**src/rtl/ssi_pkg.sv**
```systemverilog
// ----------------------------------------------------------------------------
// ssi_pkg
// Types, codes and sizes shared by the searchable stack and its cells.
// ----------------------------------------------------------------------------
`default_nettype none

package ssi_pkg;

  localparam int DEPTH      = 16;
  localparam int DATA_WIDTH = 32;
  localparam int COUNT_W    = 5;

  localparam logic [2:0] CMD_PUSH      = 3'd0;
  localparam logic [2:0] CMD_POP       = 3'd1;
  localparam logic [2:0] CMD_PEEK      = 3'd2;
  localparam logic [2:0] CMD_INS_BELOW = 3'd3;
  localparam logic [2:0] CMD_INS_ABOVE = 3'd4;

  localparam logic [1:0] STAT_DONE     = 2'd0;
  localparam logic [1:0] STAT_EMPTY    = 2'd1;
  localparam logic [1:0] STAT_FULL     = 2'd2;
  localparam logic [1:0] STAT_NOTFOUND = 2'd3;

  typedef struct packed {
    logic [2:0]            cmd;
    logic [DATA_WIDTH-1:0] value;
    logic [DATA_WIDTH-1:0] target;
  } in_t;

  typedef struct packed {
    logic [DATA_WIDTH-1:0] read_value;
    logic                  ok;
    logic [1:0]            status;
    logic [COUNT_W-1:0]    count;
    logic                  empty_res;
  } out_t;

  typedef enum logic [1:0] {
    OP_HOLD = 2'd0,
    OP_PUSH = 2'd1,
    OP_POP  = 2'd2,
    OP_INS  = 2'd3
  } cell_op_t;

  typedef struct packed {
    logic     capture;
    logic     scan;
    cell_op_t op;
    logic     below;
  } cell_ctl_t;

endpackage

`default_nettype wire

```
**src/rtl/searchable_stack_insert.sv**
```systemverilog
// ----------------------------------------------------------------------------
// searchable_stack_insert
// Bounded stack, top at slot 0, built as a row of shifting cells. Push, pop,
// peek, and insert next to the first entry from the top matching a target.
//
//   channel   ports                  transfer
//   --------  ---------------------  ------------------------------
//   command   start, busy, item      start high and busy low
//   result    done, result           done high, one cycle, no stall
//
// Push, pop, peek and any rejected command: result in the cycle after the
// transfer; a new command may be taken in that same cycle.
// Accepted insert: busy while the match flag walks one cell per cycle down
// the row until it reaches the fill mark, then the result.
// Reset empties the stack at once; entries are not cleared.
// ----------------------------------------------------------------------------
`default_nettype none

module searchable_stack_insert #(
  parameter int DEPTH = ssi_pkg::DEPTH
) (
  input  wire logic          clk,
  input  wire logic          rst,
  input  wire logic          start,
  output logic               busy,
  input  wire ssi_pkg::in_t  item,
  output logic               done,
  output ssi_pkg::out_t      result
);

  localparam int CW = $clog2(DEPTH + 1);
  localparam int AW = $clog2(DEPTH);
  localparam int DW = ssi_pkg::DATA_WIDTH;

  typedef enum logic [1:0] {
    ST_IDLE = 2'b01,
    ST_SCAN = 2'b10
  } state_t;

  state_t             state, state_next;
  logic [CW-1:0]      fill, fill_next;
  logic [CW-1:0]      k, k_next;
  logic [DW-1:0]      value_q, value_next;
  logic               below_q, below_next;
  logic               done_next;
  ssi_pkg::out_t      res_next;
  ssi_pkg::cell_ctl_t ctl;
  logic [DW-1:0]      ins_value;
  logic               full;

  logic [DEPTH-1:0][DW-1:0] entry_vec;
  logic [DEPTH-1:0]         seen_vec;
  logic [DEPTH-1:0]         match_vec;

  assign busy      = (state == ST_SCAN);
  assign full      = (fill == CW'(DEPTH));
  assign ins_value = (state == ST_IDLE) ? item.value : value_q;

  for (genvar i = 0; i < DEPTH; i++) begin : g_cell
    logic [DW-1:0] up_entry;
    logic [DW-1:0] dn_entry;
    logic          up_seen;
    logic          up_match;

    if (i == 0) begin : g_top
      assign up_entry = ins_value;
      assign up_seen  = 1'b0;
      assign up_match = 1'b0;
    end else begin : g_mid
      assign up_entry = entry_vec[i-1];
      assign up_seen  = seen_vec[i-1];
      assign up_match = match_vec[i-1];
    end

    if (i == DEPTH - 1) begin : g_last
      assign dn_entry = entry_vec[i];
    end else begin : g_inner
      assign dn_entry = entry_vec[i+1];
    end

    ssi_cell u_cell (
      .clk      (clk),
      .ctl      (ctl),
      .valid    (fill > CW'(i)),
      .target   (item.target),
      .value    (ins_value),
      .up_entry (up_entry),
      .up_seen  (up_seen),
      .up_match (up_match),
      .dn_entry (dn_entry),
      .entry    (entry_vec[i]),
      .seen     (seen_vec[i]),
      .match    (match_vec[i])
    );
  end

  always_comb begin
    state_next  = state;
    fill_next   = fill;
    k_next      = k;
    value_next  = value_q;
    below_next  = below_q;
    done_next   = 1'b0;
    ctl.capture = 1'b0;
    ctl.scan    = 1'b0;
    ctl.op      = ssi_pkg::OP_HOLD;
    ctl.below   = below_q;
    res_next    = '0;

    case (state)
      ST_IDLE: begin
        if (start) begin
          done_next = 1'b1;
          case (item.cmd)
            ssi_pkg::CMD_PUSH: begin
              if (full) begin
                res_next.status = ssi_pkg::STAT_FULL;
              end else begin
                ctl.op      = ssi_pkg::OP_PUSH;
                fill_next   = fill + CW'(1);
                res_next.ok = 1'b1;
              end
            end
            ssi_pkg::CMD_POP, ssi_pkg::CMD_PEEK: begin
              if (fill == '0) begin
                res_next.status = ssi_pkg::STAT_EMPTY;
              end else begin
                res_next.read_value = entry_vec[0];
                res_next.ok         = 1'b1;
                if (item.cmd == ssi_pkg::CMD_POP) begin
                  ctl.op    = ssi_pkg::OP_POP;
                  fill_next = fill - CW'(1);
                end
              end
            end
            ssi_pkg::CMD_INS_BELOW, ssi_pkg::CMD_INS_ABOVE: begin
              if (full) begin
                res_next.status = ssi_pkg::STAT_FULL;
              end else begin
                done_next   = 1'b0;
                ctl.capture = 1'b1;
                state_next  = ST_SCAN;
                k_next      = '0;
                value_next  = item.value;
                below_next  = (item.cmd == ssi_pkg::CMD_INS_BELOW);
              end
            end
            default: begin
              res_next.status = ssi_pkg::STAT_DONE;
            end
          endcase
        end
      end
      ST_SCAN: begin
        if (k == fill) begin
          done_next  = 1'b1;
          state_next = ST_IDLE;
          if (seen_vec[fill[AW-1:0]]) begin
            ctl.op      = ssi_pkg::OP_INS;
            fill_next   = fill + CW'(1);
            res_next.ok = 1'b1;
          end else begin
            res_next.status = ssi_pkg::STAT_NOTFOUND;
          end
        end else begin
          ctl.scan = 1'b1;
          k_next   = k + CW'(1);
        end
      end
      default: begin
        state_next = ST_IDLE;
      end
    endcase

    res_next.count     = ssi_pkg::COUNT_W'(fill_next);
    res_next.empty_res = (fill_next == '0);
  end

  always_ff @(posedge clk) begin
    if (rst) begin
      state <= ST_IDLE;
      fill  <= '0;
      done  <= 1'b0;
    end else begin
      state <= state_next;
      fill  <= fill_next;
      done  <= done_next;
    end
  end

  always_ff @(posedge clk) begin
    k       <= k_next;
    value_q <= value_next;
    below_q <= below_next;
    result  <= res_next;
  end

endmodule

`default_nettype wire

```
**src/rtl/ssi_cell.sv**
```systemverilog
// ----------------------------------------------------------------------------
// ssi_cell
// One stack slot: holds an entry, its compare flag and the match-seen flag
// passed down from the slot above; shifts with its neighbours.
// ----------------------------------------------------------------------------
`default_nettype none

module ssi_cell (
  input  wire logic                          clk,
  input  wire ssi_pkg::cell_ctl_t            ctl,
  input  wire logic                          valid,
  input  wire logic [ssi_pkg::DATA_WIDTH-1:0] target,
  input  wire logic [ssi_pkg::DATA_WIDTH-1:0] value,
  input  wire logic [ssi_pkg::DATA_WIDTH-1:0] up_entry,
  input  wire logic                          up_seen,
  input  wire logic                          up_match,
  input  wire logic [ssi_pkg::DATA_WIDTH-1:0] dn_entry,
  output logic      [ssi_pkg::DATA_WIDTH-1:0] entry,
  output logic                               seen,
  output logic                               match
);

  logic mine_pos;
  logic up_pos;
  logic mine_load;

  // at or below the insert position
  assign mine_pos  = ctl.below ? seen : (seen | match);
  assign up_pos    = ctl.below ? up_seen : (up_seen | up_match);
  assign mine_load = mine_pos & ~up_pos;

  always_ff @(posedge clk) begin
    if (ctl.capture) begin
      match <= valid && (entry == target);
      seen  <= 1'b0;
    end else if (ctl.scan) begin
      seen <= up_seen | up_match;
    end
  end

  always_ff @(posedge clk) begin
    case (ctl.op)
      ssi_pkg::OP_HOLD: begin
        entry <= entry;
      end
      ssi_pkg::OP_PUSH: begin
        entry <= up_entry;
      end
      ssi_pkg::OP_POP: begin
        entry <= dn_entry;
      end
      ssi_pkg::OP_INS: begin
        if (mine_load) begin
          entry <= value;
        end else if (mine_pos) begin
          entry <= up_entry;
        end
      end
      default: begin
        entry <= entry;
      end
    endcase
  end

endmodule

`default_nettype wire

```
**config.mk**
```make
export PLATFORM = sky130hd
export DESIGN_NAME = searchable_stack_insert
export DESIGN_NICKNAME = d
export VERILOG_FILES = /design/src/rtl/ssi_pkg.sv /design/src/rtl/searchable_stack_insert.sv /design/src/rtl/ssi_cell.sv
export SDC_FILE = /design/constraint.sdc
export NUM_CORES = 2
export LEC_CHECK = 0
export BUFFER_PORTS_ARGS = -buffer_cell sky130_fd_sc_hd__clkbuf_2
export CORE_ASPECT_RATIO = 0.75
export CORE_MARGIN = 3
export CORE_UTILIZATION = 50
export DETAILED_ROUTE_END_ITERATION = 6
export HOLD_SLACK_MARGIN = 0.05
export PLACE_DENSITY_LB_ADDON = 0.1
export SYNTH_ARGS = -nofsm -noshare
export SYNTH_HDL_FRONTEND = slang
export SYNTH_SLANG_ARGS = --single-unit
```
**constraint.sdc**
```tcl
create_clock -name clk -period 4.9 [get_ports clk]
set_clock_uncertainty 0.05 [all_clocks]
set_input_delay 0.735 -clock clk [delete_from_list [all_inputs] [get_ports clk]]
set_output_delay 0.735 -clock clk [all_outputs]
set_load 0.02 [all_outputs]
```
* Yosys cells after proc, flatten, opt, wreduce, memory -nomap -nowiden
Index checks and enable logic that the tools add are counted.
Widths: inputs -> output; s select.
** Word-level totals
- Input port bits :: 70
- Register bits :: 630
- Output and inout bits :: 43
- Logic and storage cells :: 335
** Operators by class
- Reduce and logical (&&, ||, !) cells :: 45
- Add/subtract/negate cells :: 3
- Equality and inequality tests :: 48
- Order comparisons :: 17
- Mux-type cells :: 113
- Bitwise operators :: 51
** Operators by type and width (number)
- $pmux 32 s3 :: 15
- $mux 32 :: 32
- $eq 32x32->1 :: 16
- $pmux 32 s2 :: 1
- $mux 5 :: 10
- $ne 3x1->1 const B :: 15
- $gt 5x4->1 const B :: 8
- $mux 33 :: 1
- $reduce_and 2->1 :: 16
- $mux 1 :: 30
- $pmux 5 s2 :: 3
- $mux 2 :: 11
- $not 1->1 :: 21
- $gt 5x3->1 const B :: 4
- $logic_and 1x1->1 :: 16
- $pmux 2 s2 :: 4
- $and 1x1->1 :: 15
- $or 1x1->1 :: 15
- $add 5x1->5 const B :: 2
- $gt 5x1->1 const B :: 2
- $gt 5x2->1 const B :: 2
- $logic_not 5->1 :: 2
- $reduce_and 4->1 :: 2
- $eq 2x2->1 const B :: 3
- other kinds (21) :: 31

* Logic depth before layout (Yosys ltp)
- Depth after elaboration :: 10
- Depth in mapped cells :: 13

* Modules after synthesis
Synthesis repeated with hierarchy kept, for this count alone.
** Unflattened totals
- Cells, all modules :: 4181
- Area total of the unflattened synthesis :: 46125.5 um^2
** By module, submodules not included
- ssi_cell at g_cell[0].u_cell ... :: area an instance 2587.5 um^2, times used 11, cells an instance 237
- ssi_cell at g_cell[5].u_cell ... :: area an instance 2677.6 um^2, times used 5, cells an instance 237
- searchable_stack_insert :: area an instance 4275.4 um^2, times used 1, cells an instance 389

* Worst setup path after synthesis
Ideal clock, no wire load.
- Path kind :: flip-flop to flip-flop
- Start :: reg fill[0]
- End :: reg g_cell[15].u_cell.entry[0] in the netlist's numbering, enable pin
- Path slack :: 0.271 ns
- Stages on the path, launching flop included :: 10
- Period minus slack after synthesis :: 4.629 ns
- Arrival :: 4.118 ns
- Data required time :: 4.389 ns
- Buffers on the path :: 2
- Cell sequence :: dfxtp_1 buf_2 inv_1 ha_1 and4bb_1 or4_1 clkbuf_1 nor2_1 a21oi_2 nor3_1
** Between the ends
- Cells in the longest elaborated chain, start to end :: 9
** RTL lines
- start: declaration :: RTL line searchable_stack_insert.sv:41 : logic [CW-1:0] fill, fill_next;
- start signal: assignment :: RTL line searchable_stack_insert.sv:186 : fill <= fill_next;
- $bmux 1 s4, or another cell as far along :: RTL line searchable_stack_insert.sv:158 : if (seen_vec[fill[AW-1:0]]) begin
- $mux 1 (implied by the code), or another cell as far along :: RTL line searchable_stack_insert.sv:158
- $mux 2 / $pmux 2 s2 (equally long branches) :: RTL line searchable_stack_insert.sv:158, searchable_stack_insert.sv:114
- $mux 2, on equally long branches :: RTL line searchable_stack_insert.sv:155, searchable_stack_insert.sv:112
- $pmux 2 s2 * :: RTL line searchable_stack_insert.sv:110 : case (state)
- $eq 2x2->1 / $logic_not 2->1 (equally long branches) :: RTL line ssi_cell.sv:42 : case (ctl.op)
- $reduce_or 2->1 (no line)
- $not 1->1 (no line)
- $reduce_and 2->1 (no line) *
- end signal: assignment :: RTL line ssi_cell.sv:44 : entry <= entry;
- end signal: assignment :: RTL line ssi_cell.sv:47 : entry <= up_entry;
- end signal: assignment :: RTL line ssi_cell.sv:50 : entry <= dn_entry;
- end: declaration :: RTL line ssi_cell.sv:18 : output logic [ssi_pkg::DATA_WIDTH-1:0] entry,
Every way passes the cells marked *; elsewhere a longest branch is shown, timed or not. The select of a mux whose other input is x is not followed.
A chain may end at the register's enable or synchronous reset.

* Worst setup path in the final report
- Start :: reg fill[1]
- End :: reg g_cell[1].u_cell.entry[12] in the netlist's numbering, enable pin
** Between the ends
- Cells in the longest elaborated chain, start to end :: 8
** RTL lines (RTL line)
- $bmux 1 s4, or another cell as far along :: searchable_stack_insert.sv:158
- $mux 1 (implied by the code), or another cell as far along :: searchable_stack_insert.sv:158
- $mux 2 / $pmux 2 s2 (equally long branches) :: searchable_stack_insert.sv:158, searchable_stack_insert.sv:114
- $mux 2, on equally long branches :: searchable_stack_insert.sv:155, searchable_stack_insert.sv:112
- $pmux 2 s2 * :: searchable_stack_insert.sv:110
- $eq 2x2->1 / $logic_not 2->1 (equally long branches) :: ssi_cell.sv:42
- $ne 3x1->1 (no line) / $not 1->1 (equally long branches)
- $reduce_and 2->1 (no line) *
- end signal: assignment :: ssi_cell.sv:44
- end signal: assignment :: ssi_cell.sv:47
- end signal: assignment :: ssi_cell.sv:50
- end: declaration :: ssi_cell.sv:18
Marked as above.

==> results.cfg <==
[placement]
port_buffers = 112
dp_hpwl_mm = 105
placed_cell_area_um2 = 38500
pre_cts_ws_ns = 0.664
gp_routability_congestion = 0.975

[clocking]
clk_pin_slew_ns = 0.06
clk_latency_ns = 0.65
post_cts_resize_count = 0
clock_net_sink_count = 630
cts_inserted_buffers = 72
cts-root-to-sink-buffers = 3
postCtsSetupRepairBufs = 0
cts_tree = done
htree_levels = 3
ctsHoldBuffers = 0
cts_root_buffer = sky130_fd_sc_hd__clkbuf_16

[logic_synthesis]
avgSynthCellArea_um2 = 10.4
syn-instance-count = 3543
synth.most_common_cell = sky130_fd_sc_hd__edfxtp_1
async_reset_ff_frac = 0
postSynth.topFlopCell = sky130_fd_sc_hd__edfxtp_1
ys_top_cells_by_area = sky130_fd_sc_hd__edfxtp_1, sky130_fd_sc_hd__a2bb2oi_1, sky130_fd_sc_hd__xor2_1
post-synth-top-area-cell = sky130_fd_sc_hd__edfxtp_1
syn_nets = 3622
synth_enable_flop_cells = 566
synth_unique_cells = 64
postSynthRegisterBits = 630
ys_top_cells_by_count = sky130_fd_sc_hd__edfxtp_1, sky130_fd_sc_hd__nand3_1, sky130_fd_sc_hd__a2bb2oi_1
synth_area_um2 = 36900
yosys.area.top_type_share = 0.460
synth-seq-area-share = 0.495
total_number_of_yosys_warnings = 0

[setup_path]
worst-endpoint-arrival_ns = 4.50
worst_setup_path_category = register to register
worst_setup_path_start_kind = register
crit_path_max_fanout = 32
critical_path_required_ns = 5.09
critical_path.endpoint_type = register

[global_route]
grt_max_degree = 121
first_pass_grt_wire_length_mm = 204
global_route.usage.total = 0.359
grt_antenna_before_repair = 5
grt-ovfl-total = 0
grt_pass1_vias = 28494

[detailed_routing]
detail_route.wirelength_mm = 142
route.detailed.drc = 0
wl_per_cell_um = 31.7
detail_route.vias_per_cell = 6.88
drt-initial-drc-count = 5086
detailroute.via_count = 30764
drt_pre_antenna_iters = 6
antenna_violating_nets_post_route = 0

[die]
chipWidth_um = 320
io_pins = 113
fp.coreArea_um2 = 72400
dieHeight_um = 241
design.die.area_um2 = 77200
floorplan.initialDensity = 0.510
placementRows = 85

[sta]
fin_setup_tns_ns = 0
max_freq_mhz = 232
slew_viol_final = 0
finalHoldViolCount = 0
timing.slew.headroom = 0.0303
clock_period_minus_final_worst_setup_slack_ns = 4.31
finalCritPeriodShare = 0.879
timing_worst_slew_pin_value_ns = 1.44
grt_setup_unrepaired = no
post-route-worst-setup-slack_ns = 0.591
timing.final.setup_violations = 0

[flow_run]
maxCapViolations = 0

[layout]
drive_gt1_frac = 0.119
design.final.nets = 3536
multi_input_combinational_cell_area_um2 = 17300
area_delta_synth_final_pct = 10.5
layout.filler_cells = 6202
sequential_area_um2 = 18300
finalInstanceArea_um2 = 40800

[worst_hold_path]
worstHoldPathType = input pin to register

[outcome]
outcome = finished, final reports clean

[pwr]
irDropWorstVdd_mv = 0.256
power-per-cell-area_nw_per_um2 = 320
static-leakage-power_nw = 13.1
==> critical path, stage by stage, from the launching register on <==
cell,delay [ns]
sky130_fd_sc_hd__dfxtp_1,0.59
sky130_fd_sc_hd__inv_1,0.20
sky130_fd_sc_hd__ha_1,0.25
sky130_fd_sc_hd__and4bb_1,0.31
sky130_fd_sc_hd__or4_1,0.62
sky130_fd_sc_hd__a211oi_1,0.47
sky130_fd_sc_hd__a21oi_4,0.05
sky130_fd_sc_hd__buf_4,0.29
sky130_fd_sc_hd__a21oi_4,1.00
==> cells by family after synthesis <==
logic type,after synthesis,share of synthesized area
compound gates,1076,0.199
xor+xnor,523,0.124
fa+ha+maj,9,0.00305
buf+inv,410,0.0469
flops,630,0.495
mux,40,0.0109
simple gates,855,0.121
==> metrics by stage <==
stage	hold WS, ns	total power, mW	std cells	utilization
final	0.244	13.1	4471	0.563
after global routing	0.236	13.4	4470	0.563
after CTS	0.220	13.0	4470	0.563
after detailed placement	0.475	7.62	4340	0.531
after global placement	0.473	7.60	4340	0.531
after floorplan	0.403	6.98	3543	-
==> layer usage <==
layer | up-vias | wire [um] | track usage | part of all wire
met5 | - | 305 | 0.0258 | 0.0022
met4 | 8 | 2690 | 0.0680 | 0.019
met3 | 189 | 23300 | 0.168 | 0.16
met2 | 2204 | 55800 | 0.479 | 0.39
met1 | 15166 | 59700 | 0.527 | 0.42
li1 | 13197 | - | - | -
==> state kept, by name, summed over array words and instances, names as in the netlist <==
signal	flops
g_cell.u_cell.match	16
done	1
k	5
below_q	1
state	2
g_cell.u_cell.entry	512
value_q	32
g_cell.u_cell.seen	15
result	41
fill	5
==> power by group <==
| group | leakage, nW | total (mW) | switching, mW | internal (mW) |
|---|---|---|---|---|
| Clock | 1.14 | 5.49 | 2.33 | 3.16 |
| Sequential | 5.63 | 6.01 | 0.0951 | 5.92 |
| Combinational | 6.36 | 1.57 | 1.14 | 0.426 |
| Total | 13.1 | 13.1 | 3.57 | 9.50 |
==> cell type report <==
cell class | count | share of cell area
Sequential cell | 630 | 0.448
Multi-Input combinational cell | 2503 | 0.424
Clock buffer | 104 | 0.0520
Timing Repair Buffer | 224 | 0.0389
Tap cell | 957 | 0.0293
Clock inverter | 26 | 0.00491
Inverter | 26 | 0.00239
Antenna cell | 1 | 0.0000613
==> layout by cell type (no fill, tap or decap), types with 19 or more instances in the layout <==
master / count
sky130_fd_sc_hd__xnor2_1: 241
sky130_fd_sc_hd__o21ai_0: 369
sky130_fd_sc_hd__clkbuf_1: 19
sky130_fd_sc_hd__o21ai_1: 101
sky130_fd_sc_hd__buf_4: 97
sky130_fd_sc_hd__clkbuf_2: 112
sky130_fd_sc_hd__inv_1: 26
sky130_fd_sc_hd__a21oi_1: 59
sky130_fd_sc_hd__nand4_1: 69
sky130_fd_sc_hd__clkbuf_16: 78
sky130_fd_sc_hd__a2bb2oi_1: 450
sky130_fd_sc_hd__nand3_1: 455
sky130_fd_sc_hd__mux2i_2: 27
sky130_fd_sc_hd__nor4_1: 80
sky130_fd_sc_hd__xor2_1: 282
sky130_fd_sc_hd__dfxtp_1: 64
sky130_fd_sc_hd__nor2_1: 92
sky130_fd_sc_hd__and2_1: 34
sky130_fd_sc_hd__edfxtp_1: 566
sky130_fd_sc_hd__nand2_1: 49
==> path summary, 6_finish.rpt <==
kind                           from                          to  slack (ns)  cells past startpoint
max                         fill[1]  g_cell[1].u_cell.entry[12]        0.59                      8
min reg2reg  g_cell[11].u_cell.seen      g_cell[11].u_cell.seen        0.48                      2
max reg2reg                 fill[1]  g_cell[1].u_cell.entry[12]        0.59                      8
min                        item[50]                 value_q[18]        0.24                      1
Power figures use the tool's default switching activity.
